## config.mk

```make
export PLATFORM = sky130hd
export DESIGN_NAME = segmented_paging_mmu_lru
export DESIGN_NICKNAME = d
export VERILOG_FILES = /design/src/hdl/spm_pkg.sv /design/src/hdl/spm_cell.sv /design/src/hdl/segmented_paging_mmu_lru.sv
export SDC_FILE = /design/constraint.sdc
export NUM_CORES = 1
export LEC_CHECK = 0
export ABC_AREA = 0
export BUFFER_PORTS_ARGS = -buffer_cell sky130_fd_sc_hd__buf_4
export CAP_MARGIN = 20
export CORE_UTILIZATION = 50
export CTS_BUF_LIST = sky130_fd_sc_hd__clkbuf_8
export DETAILED_ROUTE_END_ITERATION = 7
export HOLD_SLACK_MARGIN = 0.03
export PLACE_DENSITY = 0.66
export SLEW_MARGIN = 20
export SYNTH_ARGS = -nofsm -noshare
export SYNTH_HDL_FRONTEND = slang
export SYNTH_SLANG_ARGS = --single-unit
```

## constraint.sdc

```tcl
create_clock -name clk -period 6.9 [get_ports clk]
set_clock_uncertainty 0.1 [all_clocks]
set_input_delay 0.69 -clock clk [delete_from_list [all_inputs] [get_ports clk]]
set_output_delay 0.69 -clock clk [all_outputs]
set_load 0.03 [all_outputs]
```

## src/hdl/spm_pkg.sv

```systemverilog
// ----------------------------------------------------------------------------
// spm_pkg
// Shared types and constants for the segmented paging unit with LRU
// ----------------------------------------------------------------------------
package spm_pkg;

	localparam int ADDR_W          = 18;
	localparam int OFS_W           = 12;
	localparam int SEG_SLOTS       = 4;
	localparam int SEG_W           = 2;
	localparam int PIDX_W          = 4;
	localparam int PAGES_PER_SEG   = 16;
	localparam int SLOT_W          = SEG_W + PIDX_W;
	localparam int PAGES_W         = 5;
	localparam int FRAME_COUNT_DEF = 64;
	localparam int PADDR_W         = 5;
	localparam int DATA_W          = 32;

	typedef enum logic [1:0] {
		ERR_NONE      = 2'd0,
		ERR_NO_SEG    = 2'd1,
		ERR_READ_ONLY = 2'd2
	} err_t;

	typedef enum logic [2:0] {
		REG_SEG_COUNT = 3'd0,
		REG_PAGES_0   = 3'd1,
		REG_PAGES_1   = 3'd2,
		REG_PAGES_2   = 3'd3,
		REG_PAGES_3   = 3'd4,
		REG_WMASK     = 3'd5
	} reg_idx_t;

endpackage

```

## src/hdl/spm_cell.sv

```systemverilog
// ----------------------------------------------------------------------------
// spm_cell
// One recency slot: holds a used frame and its owner page, shifts from the
// more recent neighbor when the list moves
// ----------------------------------------------------------------------------
module spm_cell import spm_pkg::*; #(
	parameter int FRAME_W = 6
) (
	input  logic               clk,
	input  logic               arst_n,
	input  logic               upd,
	input  logic [SLOT_W-1:0]  key,
	input  logic               seen_in,
	output logic               seen_out,
	input  logic [FRAME_W-1:0] hit_frame_in,
	output logic [FRAME_W-1:0] hit_frame_out,
	input  logic               left_valid,
	input  logic [FRAME_W-1:0] left_frame,
	input  logic [SLOT_W-1:0]  left_owner,
	output logic               valid,
	output logic [FRAME_W-1:0] frame,
	output logic [SLOT_W-1:0]  owner
);

	logic valid_q;
	logic [FRAME_W-1:0] frame_q;
	logic [SLOT_W-1:0] owner_q;
	logic match;

	assign match         = valid_q && (owner_q == key);
	assign seen_out      = seen_in | match;
	assign hit_frame_out = (match && !seen_in) ? frame_q : hit_frame_in;
	assign valid         = valid_q;
	assign frame         = frame_q;
	assign owner         = owner_q;

	always_ff @(posedge clk or negedge arst_n) begin
		if (!arst_n) begin
			valid_q <= 1'b0;
		end else if (upd && !seen_in) begin
			valid_q <= left_valid;
		end
	end

	always_ff @(posedge clk) begin
		if (upd && !seen_in) begin
			frame_q <= left_frame;
			owner_q <= left_owner;
		end
	end

endmodule

```

## src/hdl/segmented_paging_mmu_lru.sv

```systemverilog
// ----------------------------------------------------------------------------
// segmented_paging_mmu_lru
// Segment decode, page lookup and LRU frame replacement on a row of cells
// ----------------------------------------------------------------------------
// Input channel: mode and virt_addr, transfer on in_valid && !in_stall.
// Output channel: phys_addr, page_fault, evicted, error, transfer on
// out_valid && !out_stall. Exactly one result per input transfer, in order.
// Each access goes through four steps: accept, segment decode, lookup across
// the recency cells, and update of the cells plus loading of the output
// register. No new access is taken until the update step is done, as the
// single shared cell row serves both lookup and recency move. Configuration
// goes through the APB port (pready always high); the user must do so only
// while the block is idle, which the block does not enforce. Reset clears the
// configuration, empties the recency row (no page mapped) and drops
// out_valid. A stalled result holds in the output register; the next access
// is still taken and waits in the update step until the register is free.
// ----------------------------------------------------------------------------
module segmented_paging_mmu_lru import spm_pkg::*; #(
	parameter int FRAME_COUNT = FRAME_COUNT_DEF
) (
	input  logic               clk,
	input  logic               arst_n,
	input  logic               psel,
	input  logic               penable,
	input  logic               pwrite,
	input  logic [PADDR_W-1:0] paddr,
	input  logic [DATA_W-1:0]  pwdata,
	output logic [DATA_W-1:0]  prdata,
	output logic               pready,
	input  logic               in_valid,
	output logic               in_stall,
	input  logic               mode,
	input  logic [ADDR_W-1:0]  virt_addr,
	output logic               out_valid,
	input  logic               out_stall,
	output logic [ADDR_W-1:0]  phys_addr,
	output logic               page_fault,
	output logic               evicted,
	output logic [1:0]         error
);

	localparam int FRAME_W = (FRAME_COUNT > 1) ? $clog2(FRAME_COUNT) : 1;
	localparam int LEN_W   = $clog2(FRAME_COUNT + 1);

	typedef enum logic [1:0] {S_IDLE, S_DECODE, S_LOOKUP, S_UPDATE} state_t;

	state_t state_q;
	logic [2:0] seg_count_q;
	logic [PAGES_W-1:0] pages_q [SEG_SLOTS];
	logic [SEG_SLOTS-1:0] wmask_q;

	logic mode_q;
	logic [ADDR_W-1:0] vaddr_q;
	logic found_q, ro_q, hit_q;
	logic [SEG_W-1:0] seg_q;
	logic [PIDX_W-1:0] pidx_q;
	logic [OFS_W-1:0] ofs_q;
	logic [FRAME_W-1:0] hit_frame_q;
	logic [LEN_W-1:0] len_q;

	// configuration port
	logic wr_en;
	logic [2:0] widx;
	assign pready = 1'b1;
	assign wr_en  = psel && penable && pwrite && pready;
	assign widx   = paddr[4:2];

	always_ff @(posedge clk or negedge arst_n) begin
		if (!arst_n) begin
			seg_count_q <= '0;
			wmask_q     <= '0;
			for (int s = 0; s < SEG_SLOTS; s++) pages_q[s] <= '0;
		end else if (wr_en) begin
			unique case (widx)
				REG_SEG_COUNT: seg_count_q <= pwdata[2:0];
				REG_PAGES_0:   pages_q[0] <= pwdata[PAGES_W-1:0];
				REG_PAGES_1:   pages_q[1] <= pwdata[PAGES_W-1:0];
				REG_PAGES_2:   pages_q[2] <= pwdata[PAGES_W-1:0];
				REG_PAGES_3:   pages_q[3] <= pwdata[PAGES_W-1:0];
				REG_WMASK:     wmask_q <= pwdata[SEG_SLOTS-1:0];
				default: ;
			endcase
		end
	end

	always_comb begin
		unique case (widx)
			REG_SEG_COUNT: prdata = DATA_W'(seg_count_q);
			REG_PAGES_0:   prdata = DATA_W'(pages_q[0]);
			REG_PAGES_1:   prdata = DATA_W'(pages_q[1]);
			REG_PAGES_2:   prdata = DATA_W'(pages_q[2]);
			REG_PAGES_3:   prdata = DATA_W'(pages_q[3]);
			REG_WMASK:     prdata = DATA_W'(wmask_q);
			default:       prdata = '0;
		endcase
	end

	// segment decode
	logic [2:0] eff_count;
	logic [ADDR_W:0] base, seg_end;
	logic [PAGES_W-1:0] pg;
	logic d_found;
	logic [SEG_W-1:0] d_seg;
	logic [ADDR_W:0] d_rel;

	always_comb begin
		eff_count = (seg_count_q > 3'(SEG_SLOTS)) ? 3'(SEG_SLOTS) : seg_count_q;
		base    = '0;
		seg_end = '0;
		pg      = '0;
		d_found = 1'b0;
		d_seg   = '0;
		d_rel   = '0;
		for (int s = 0; s < SEG_SLOTS; s++) begin
			pg = (pages_q[s] > PAGES_W'(PAGES_PER_SEG)) ? PAGES_W'(PAGES_PER_SEG) : pages_q[s];
			seg_end = base + ((ADDR_W+1)'(pg) << OFS_W);
			if (!d_found && (3'(s) < eff_count) && ({1'b0, vaddr_q} >= base)
					&& ({1'b0, vaddr_q} < seg_end)) begin
				d_found = 1'b1;
				d_seg   = SEG_W'(s);
				d_rel   = {1'b0, vaddr_q} - base;
			end
			base = seg_end;
		end
	end

	// recency cells, index 0 is most recent
	logic [SLOT_W-1:0] key;
	logic seen [FRAME_COUNT+1];
	logic [FRAME_W-1:0] hf [FRAME_COUNT+1];
	logic c_valid [FRAME_COUNT];
	logic [FRAME_W-1:0] c_frame [FRAME_COUNT];
	logic [SLOT_W-1:0] c_owner [FRAME_COUNT];
	logic upd, out_free, full;
	logic [FRAME_W-1:0] new_frame;

	assign key      = {seg_q, pidx_q};
	assign seen[0]  = 1'b0;
	assign hf[0]    = '0;
	assign out_free = !out_valid || !out_stall;
	assign full     = c_valid[FRAME_COUNT-1];
	assign upd      = (state_q == S_UPDATE) && out_free && found_q;
	// frames fill from zero upward and are only freed to be reused at once
	assign new_frame = hit_q ? hit_frame_q :
		(full ? c_frame[FRAME_COUNT-1] : len_q[FRAME_W-1:0]);

	for (genvar i = 0; i < FRAME_COUNT; i++) begin : g_cell
		spm_cell #(.FRAME_W(FRAME_W)) u_cell (
			.clk           (clk),
			.arst_n        (arst_n),
			.upd           (upd),
			.key           (key),
			.seen_in       (seen[i]),
			.seen_out      (seen[i+1]),
			.hit_frame_in  (hf[i]),
			.hit_frame_out (hf[i+1]),
			.left_valid    ((i == 0) ? 1'b1 : c_valid[(i == 0) ? 0 : i-1]),
			.left_frame    ((i == 0) ? new_frame : c_frame[(i == 0) ? 0 : i-1]),
			.left_owner    ((i == 0) ? key : c_owner[(i == 0) ? 0 : i-1]),
			.valid         (c_valid[i]),
			.frame         (c_frame[i]),
			.owner         (c_owner[i])
		);
	end

	// sequencer
	always_ff @(posedge clk or negedge arst_n) begin
		if (!arst_n) begin
			state_q <= S_IDLE;
			len_q   <= '0;
		end else begin
			unique case (state_q)
				S_IDLE:   if (in_valid) state_q <= S_DECODE;
				S_DECODE: state_q <= S_LOOKUP;
				S_LOOKUP: state_q <= S_UPDATE;
				S_UPDATE: if (out_free) begin
					state_q <= S_IDLE;
					if (found_q && !hit_q && !full) len_q <= len_q + 1'b1;
				end
				default: state_q <= S_IDLE;
			endcase
		end
	end

	always_ff @(posedge clk) begin
		if (state_q == S_IDLE && in_valid) begin
			mode_q  <= mode;
			vaddr_q <= virt_addr;
		end
		if (state_q == S_DECODE) begin
			found_q <= d_found;
			seg_q   <= d_seg;
			pidx_q  <= d_rel[OFS_W +: PIDX_W];
			ofs_q   <= d_rel[OFS_W-1:0];
			ro_q    <= mode_q && !wmask_q[d_seg];
		end
		if (state_q == S_LOOKUP) begin
			hit_q       <= seen[FRAME_COUNT];
			hit_frame_q <= hf[FRAME_COUNT];
		end
	end

	assign in_stall = (state_q != S_IDLE);

	// output register
	always_ff @(posedge clk or negedge arst_n) begin
		if (!arst_n) begin
			out_valid <= 1'b0;
		end else if (state_q == S_UPDATE && out_free) begin
			out_valid <= 1'b1;
		end else if (!out_stall) begin
			out_valid <= 1'b0;
		end
	end

	always_ff @(posedge clk) begin
		if (state_q == S_UPDATE && out_free) begin
			if (found_q) begin
				phys_addr  <= ADDR_W'({new_frame, ofs_q});
				page_fault <= !hit_q;
				evicted    <= !hit_q && full;
				error      <= ro_q ? ERR_READ_ONLY : ERR_NONE;
			end else begin
				phys_addr  <= '0;
				page_fault <= 1'b0;
				evicted    <= 1'b0;
				error      <= ERR_NO_SEG;
			end
		end
	end

	assert property (@(posedge clk) disable iff (!arst_n) len_q <= LEN_W'(FRAME_COUNT))
		else $error("recency length beyond frame count");
	assert property (@(posedge clk) disable iff (!arst_n)
		out_valid && evicted |-> page_fault)
		else $error("eviction without fault");
	assert property (@(posedge clk) disable iff (!arst_n)
		out_valid && error == ERR_NO_SEG |-> phys_addr == '0 && !page_fault)
		else $error("unmapped address produced translation");
	assert property (@(posedge clk) disable iff (!arst_n)
		full |-> len_q == LEN_W'(FRAME_COUNT))
		else $error("full row with short length");

endmodule
```

==> reports/qor.yml, run 1 <==
synth_area_per_cell_um2: 14.2
syn_inst: 2926
cpLargestDelayFamily: "simple AND/OR/NAND/NOR gates"
synthArstFlopShare: 0.107
cp_data_arrival_time_ns: 6.27
crit_buf_inv: 4
worst_pin_slew_ns: 1.10
gp_congestion: 0.930
numPortBuffers: 62
syn-cell-area_um2: 41400
path_clk_slew_ns: 0.06
clock.fmax_mhz: 171
antenna_left: 0
synth_top_cell_by_area: "edfxtp_1"
synthFlopType: "edfxtp_1"
drt_iter0_drc: 2035
start_kind: "flip-flop"
slew_headroom: 0.264
synth-edff-count: 836
wl_um: 95000
ir_drop_mv: 0.243
hold_class: "in -> reg"
multi_input_area_um2: 12900
clock-sinks: 936
synth_area_leaders: "edfxtp_1 61%, dfrtp_1 6.0%, xnor2_1 5.3%"
cp_slowest_stage_delay_ns: 0.99
fp.coreArea_um2: 82000
vias: 25300
p_per_area_nw_per_um2: 364
areaGrowthSynthToFinish_pct: 12.9
p_switching_mw: 5.54
mostFrequentLayoutCells: "836 x edfxtp_1, 250 x xnor2_1, 179 x clkbuf_8, 169 x nand2_1, 160 x buf_4"
outcome: "completed"
maxSlewViolCount: 0
finalCritPeriodShare: 0.848
io_pins: 120
end_kind: "flip-flop"
leakagePower_nw: 16.2
power_mw: 17.0
tns_ns: 0
initial_core_util: 0.505
synth-seq-area-share: 0.667
clock-root-buffer: "clkbuf_8"
fp.dieArea_um2: 84000
grt_max_degree: 66
grt_pass1_wl_um: 149000
die_w_um: 290
layout_commonest_cell: "edfxtp_1"
critical_path_required_ns: 7.32
cpMostUsedCell: "buf_4"
rsz0062_at_grt: "no"
ff_latch_area_um2: 27600
grt_overflow: 0
slowest_stage: "edfxtp_1"
synth_cell_types: 92
drive_gt1_frac: 0.158
final_util: 0.570
crit_chain: "buf_4 > xor2_1 > nor3_1 > and2_1 > nor4_2 > nand4_2 > buf_4 > nor2_1 > and2_1 > nand2_1 > nor3_2 > buf_4 > and3_1 > buf_4"
finalSetupViolCount: 0
clock_latency_ns: 0.84
final_nets: 3283
drc: 0
ys_warn_count: 0
fillers: 6600
critical_path_class: "reg -> reg"
p_int_mw: 11.5
tritoncts: "built"
wire_per_inst_um: 21.7
maxCapViolations: 0
placed_cell_area_um2: 43400
die_h_um: 290
antenna_found_initial: 1
hpwl_um: 65500
first_pass_iters: 5
grt_pass1_vias: 26100
clk_path_buf_depth: 3
final-hold-violation-count: 0
via_per_inst: 5.80
numCtsBuffers: 154
path_max_fanout: 33
grt_use_total: 0.230
period_minus_slack_ns: 5.85
htree_levels: 4
power_frac_seq: 0.476
ys_ff_latch: 936
std_cell_rows: 105
power_frac_clock: 0.278
stdcell_area_um2: 46700
comb_power_share: 0.245
synth_top_area_share: 0.606
p_sw_frac: 0.326
-- metal layers --
| layer | vias up | GRT usage | part of all wire |
|---|---|---|---|
| li1 | 11600 | - | - |
| met3 | 179 | 0.0404 | 0.057 |
| met2 | 873 | 0.373 | 0.49 |
| met1 | 12700 | 0.318 | 0.43 |
| met4 | 0 | 0.0716 | 0.022 |
| met5 | - | 0 | 0 |
-- timing repair --
action / 4_1_cts / 5_1_grt
buffers inserted: 0 / 0
resized for setup: 0 / 0
setup endpoints to repair: 0 / 0
endpoints found under the hold margin: 105 / 0
hold buffers: 26 / 0
-- Yosys cell counts, drive strengths merged (15+ instances only) --
master    n
o21ai    67
and2     52
dfrtp   100
buf      82
nand4    88
nor4     66
mux2     87
or4      31
a21o     19
ha       43
nand2   169
a22oi    26
or2      15
clkbuf   48
xnor2   250
mux2i    22
a21oi    79
nor2b    24
o22ai    31
nand3    57
inv      77
or3      27
o211ai   20
xor2    156
a211oi   30
edfxtp  836
nor2    141
nor3     75
-- per-stage QoR --
stage               std cells  setup WS [ns]  hold WS [ns]
floorplan                2952           1.23         0.294
global placement         4058           1.14         0.325
detailed placement       4058           1.06         0.328
CTS                      4368           1.01         0.134
global route             4370          0.758         0.203
finish                   4370           1.05         0.216
-- cell families (layout without fill, tap and decap cells) --
family          after synthesis  in the layout  synth area share
simple gates                793            793             0.104
xor+xnor                    406            406            0.0859
buf+inv                     207            554            0.0273
fa+ha+maj                    49             49            0.0159
other cells                   2             29          0.000181
flops                       936            936             0.667
compound gates              423            423            0.0711
mux                         110            110            0.0295
-- sequential cells by signal (all words and copies together), names as in the netlist --
signal / cells
wmask_q: 4
seg_q: 2
out_valid: 1
pidx_q: 4
len_q: 6
ro_q: 1
state_q: 2
g_cell.u_cell.frame: 384
page_fault: 1
seg_count_q: 3
phys_addr: 18
g_cell.u_cell.valid: 64
mode_q: 1
g_cell.u_cell.owner: 384
ofs_q: 12
found_q: 1
pages_q: 20
hit_q: 1
evicted: 1
hit_frame_q: 6
error: 2
vaddr_q: 18
-- worst min-delay path: cells and delay by family --
kind                   cells  cell delay (ns)
buffers and inverters      1             0.08
AOI/OAI and AO/OA          2             0.32
-- path summary, 6_finish.rpt --
check,cells after the start,startpoint,slack [ns],endpoint
max,14,seg_q[0],1.05,g_cell[60].u_cell.frame[5]
min,3,in_valid,0.22,state_q[0]
max reg2reg,14,seg_q[0],1.05,g_cell[60].u_cell.frame[5]
min reg2reg,0,g_cell[17].u_cell.owner[1],0.33,g_cell[18].u_cell.owner[1]
max in group asynchronous,3,arst_n,5.05,g_cell[7].u_cell.valid
min in group asynchronous,2,arst_n,0.43,pages_q[3]
-- cell type report --
cell class / count / share of cell area
diodes: 1 / 0.0000535
clock buffers: 179 / 0.0527
clock inverters: 105 / 0.0118
inverters: 77 / 0.00618
multi-input cells: 1809 / 0.276
flip-flops and latches: 936 / 0.591
well taps: 1070 / 0.0286
repair buffers: 193 / 0.0343
-- power groups by stage --
| stage | Combinational (mW) | Clock (mW) | Sequential [mW] |
|---|---|---|---|
| floorplan | 2.94 | 0 | 8.04 |
| global placement | 4.03 | 0 | 8.17 |
| detailed placement | 4.15 | 0 | 8.19 |
| CTS | 4.18 | 4.81 | 8.10 |
| global route | 4.54 | 5.04 | 8.20 |
| finish | 4.17 | 4.73 | 8.09 |
Note: power is estimated with default switching activity, not from simulation.
==> run 2, diff against run 1 <==
--- a/config.mk
+++ b/config.mk
@@ -12,7 +12,7 @@
 export CTS_BUF_LIST = sky130_fd_sc_hd__clkbuf_8
 export DETAILED_ROUTE_END_ITERATION = 7
 export HOLD_SLACK_MARGIN = 0.03
-export PLACE_DENSITY = 0.66
+export PLACE_DENSITY = 0.69
 export SLEW_MARGIN = 20
 export SYNTH_ARGS = -nofsm -noshare
 export SYNTH_HDL_FRONTEND = slang
==> constraint.sdc (replaced) <==
create_clock -name clk -period 5.04 [get_ports clk]
set_clock_uncertainty 0.1 [all_clocks]
set_input_delay 0.504 -clock clk [delete_from_list [all_inputs] [get_ports clk]]
set_output_delay 0.504 -clock clk [all_outputs]
set_load 0.03 [all_outputs]
==> run 2 against run 1 <==
Against the previous run: critical path depth stayed put; first-iteration DRC count is 20% higher; sequential cell count stayed put; cell count grew 2.8%; critical path type unchanged; critical endpoint is now hit_frame_q[2]; highest routed layer unchanged.
==> reports/qor.yml, run 2 (synthesis results as in run 1) <==
outcome: "completed"
dpl.cell_count: 4179
clock-root-buffer: "clkbuf_8"
vias: 26000
die_h_um: 290
worst_pin_slew_ns: 0.973
initial_core_util: 0.505
clock_latency_ns: 0.83
mostFrequentLayoutCells: "836 x edfxtp_1, 272 x buf_4, 250 x xnor2_1, 171 x clkbuf_8, 168 x nand2_1"
drive_gt1_frac: 0.195
multi_input_area_um2: 13000
hold_class: "in -> async"
clk_path_buf_depth: 3
htree_levels: 4
finalCritPeriodShare: 0.969
place_ws_ns: -0.0573
std_cell_rows: 105
final-hold-violation-count: 0
drt_iter0_drc: 2440
critical_path_class: "reg -> reg"
slew_headroom: 0.346
grt_pass1_wl_um: 153000
leakagePower_nw: 16.9
fin_cells: 4492
ff_latch_area_um2: 27600
clock.fmax_mhz: 205
grt_use_total: 0.235
wire_per_inst_um: 21.7
path_max_fanout: 31
critical_path_required_ns: 5.52
hpwl_um: 68500
die_w_um: 290
via_per_inst: 5.79
finalSetupViolCount: 0
power_mw: 23.8
clock-sinks: 936
maxCapViolations: 0
io_pins: 120
antenna_found_initial: 1
maxSlewViolCount: 0
slowest_stage: "or4_1"
ir_drop_mv: 0.261
wl_um: 97600
grt_max_degree: 48
final.setup.worst_slack_ns: 0.154
grt_overflow: 0
gp_congestion: 0.958
layout_commonest_cell: "edfxtp_1"
final_nets: 3407
start_kind: "flip-flop"
fp.coreArea_um2: 82000
period_minus_slack_ns: 4.89
tritoncts: "built"
end_kind: "flip-flop"
numCtsBuffers: 153
p_per_area_nw_per_um2: 497
cp_data_arrival_time_ns: 5.37
crit_chain: "buf_4 > buf_12 > xor2_1 > or4_1 > nand4_2 > buf_12 > buf_4 > nor3_1 > a211o_1 > or4_1 > a21oi_1 > o21ai_0 > and4b_1 > o31ai_1"
drc: 0
fillers: 6463
fp.dieArea_um2: 84000
cp_slowest_stage_delay_ns: 0.78
first_pass_iters: 7
numPortBuffers: 62
ff2ff_path_depth: 14
areaGrowthSynthToFinish_pct: 15.6
path_clk_slew_ns: 0.06
grt_pass1_vias: 26800
antenna_left: 0
tns_ns: 0
final_util: 0.584
[run 2: cell types whose count changed in the layout (fill, tap and decap cells not counted), sizes merged]
cell         previous run  this run
clkbuf                179       171
buf                   167       290
or3                    27        28
dlygate4sd3            26        27
inv                   145       149
bufinv                  1         2
clkinv                 35        32
clkinvlp                1         4
[run 2: repair_timing]
action / CTS / global route
hold buffers: 27 / 0
gates cloned: 0 / 1
gates resized for setup: 5 / 19
endpoints found under the setup margin: 13 / 21
buffers inserted: 0 / 3
endpoints found under the hold margin: 74 / 0
pin swaps: 0 / 8
[run 2: power by group]
part	switching (mW)	total, mW	internal, mW	leakage (nW)
sequential	0.793	11.1	10.3	8.32
combinational	3.85	6.33	2.48	6.84
clock	3.14	6.39	3.25	1.75
total	7.78	23.8	16.0	16.9
[run 2: cell type report]
cell class,count,share of cell area
Sequential cell,936,0.577
Inverter,77,0.00604
Clock inverter,110,0.0125
Tap cell,1070,0.0280
Clock buffer,171,0.0492
Timing Repair Buffer,317,0.0558
Antenna cell,1,0.0000523
Multi-Input combinational cell,1810,0.272
[run 2: worst paths after layout]
kind	start	endpoint	slack, ns
worst max-delay path	pidx_q[1]	hit_frame_q[2]	0.15
worst min-delay path	arst_n	g_cell[30].u_cell.valid	0.11
worst max register to register	pidx_q[1]	hit_frame_q[2]	0.15
worst min register to register	g_cell[19].u_cell.frame[0]	g_cell[20].u_cell.frame[0]	0.33
max in group asynchronous	arst_n	g_cell[62].u_cell.valid	3.65
min in group clk	paddr[4]	pages_q[19]	0.14
[run 2: metrics by stage]
step / instance area (µm²) / hold slack, ns
2_1_floorplan: 41600 / 0.108
3_3_place_gp: 44500 / 0.324
3_5_place_dp: 44500 / 0.327
4_1_cts: 47700 / 0.0666
5_1_grt: 47900 / 0.111
6_report: 47900 / 0.109
[run 2: critical path, delay by kind of cell (launching register included)]
family / cells / cell delay [ns]
XOR/XNOR: 1 / 0.21
flip-flops: 1 / 0.46
buffers and inverters: 4 / 0.80
AO/OA/AOI/OAI: 4 / 1.18
AND/OR/NAND/NOR: 5 / 1.83
[run 2: layer usage]
metal  share of wire  up-vias  global-route usage
li1                -    11800                   -
met1            0.43    13000               0.330
met2            0.47      985               0.370
met3           0.062      192              0.0429
met4           0.028        0              0.0817
met5               0        -                   0
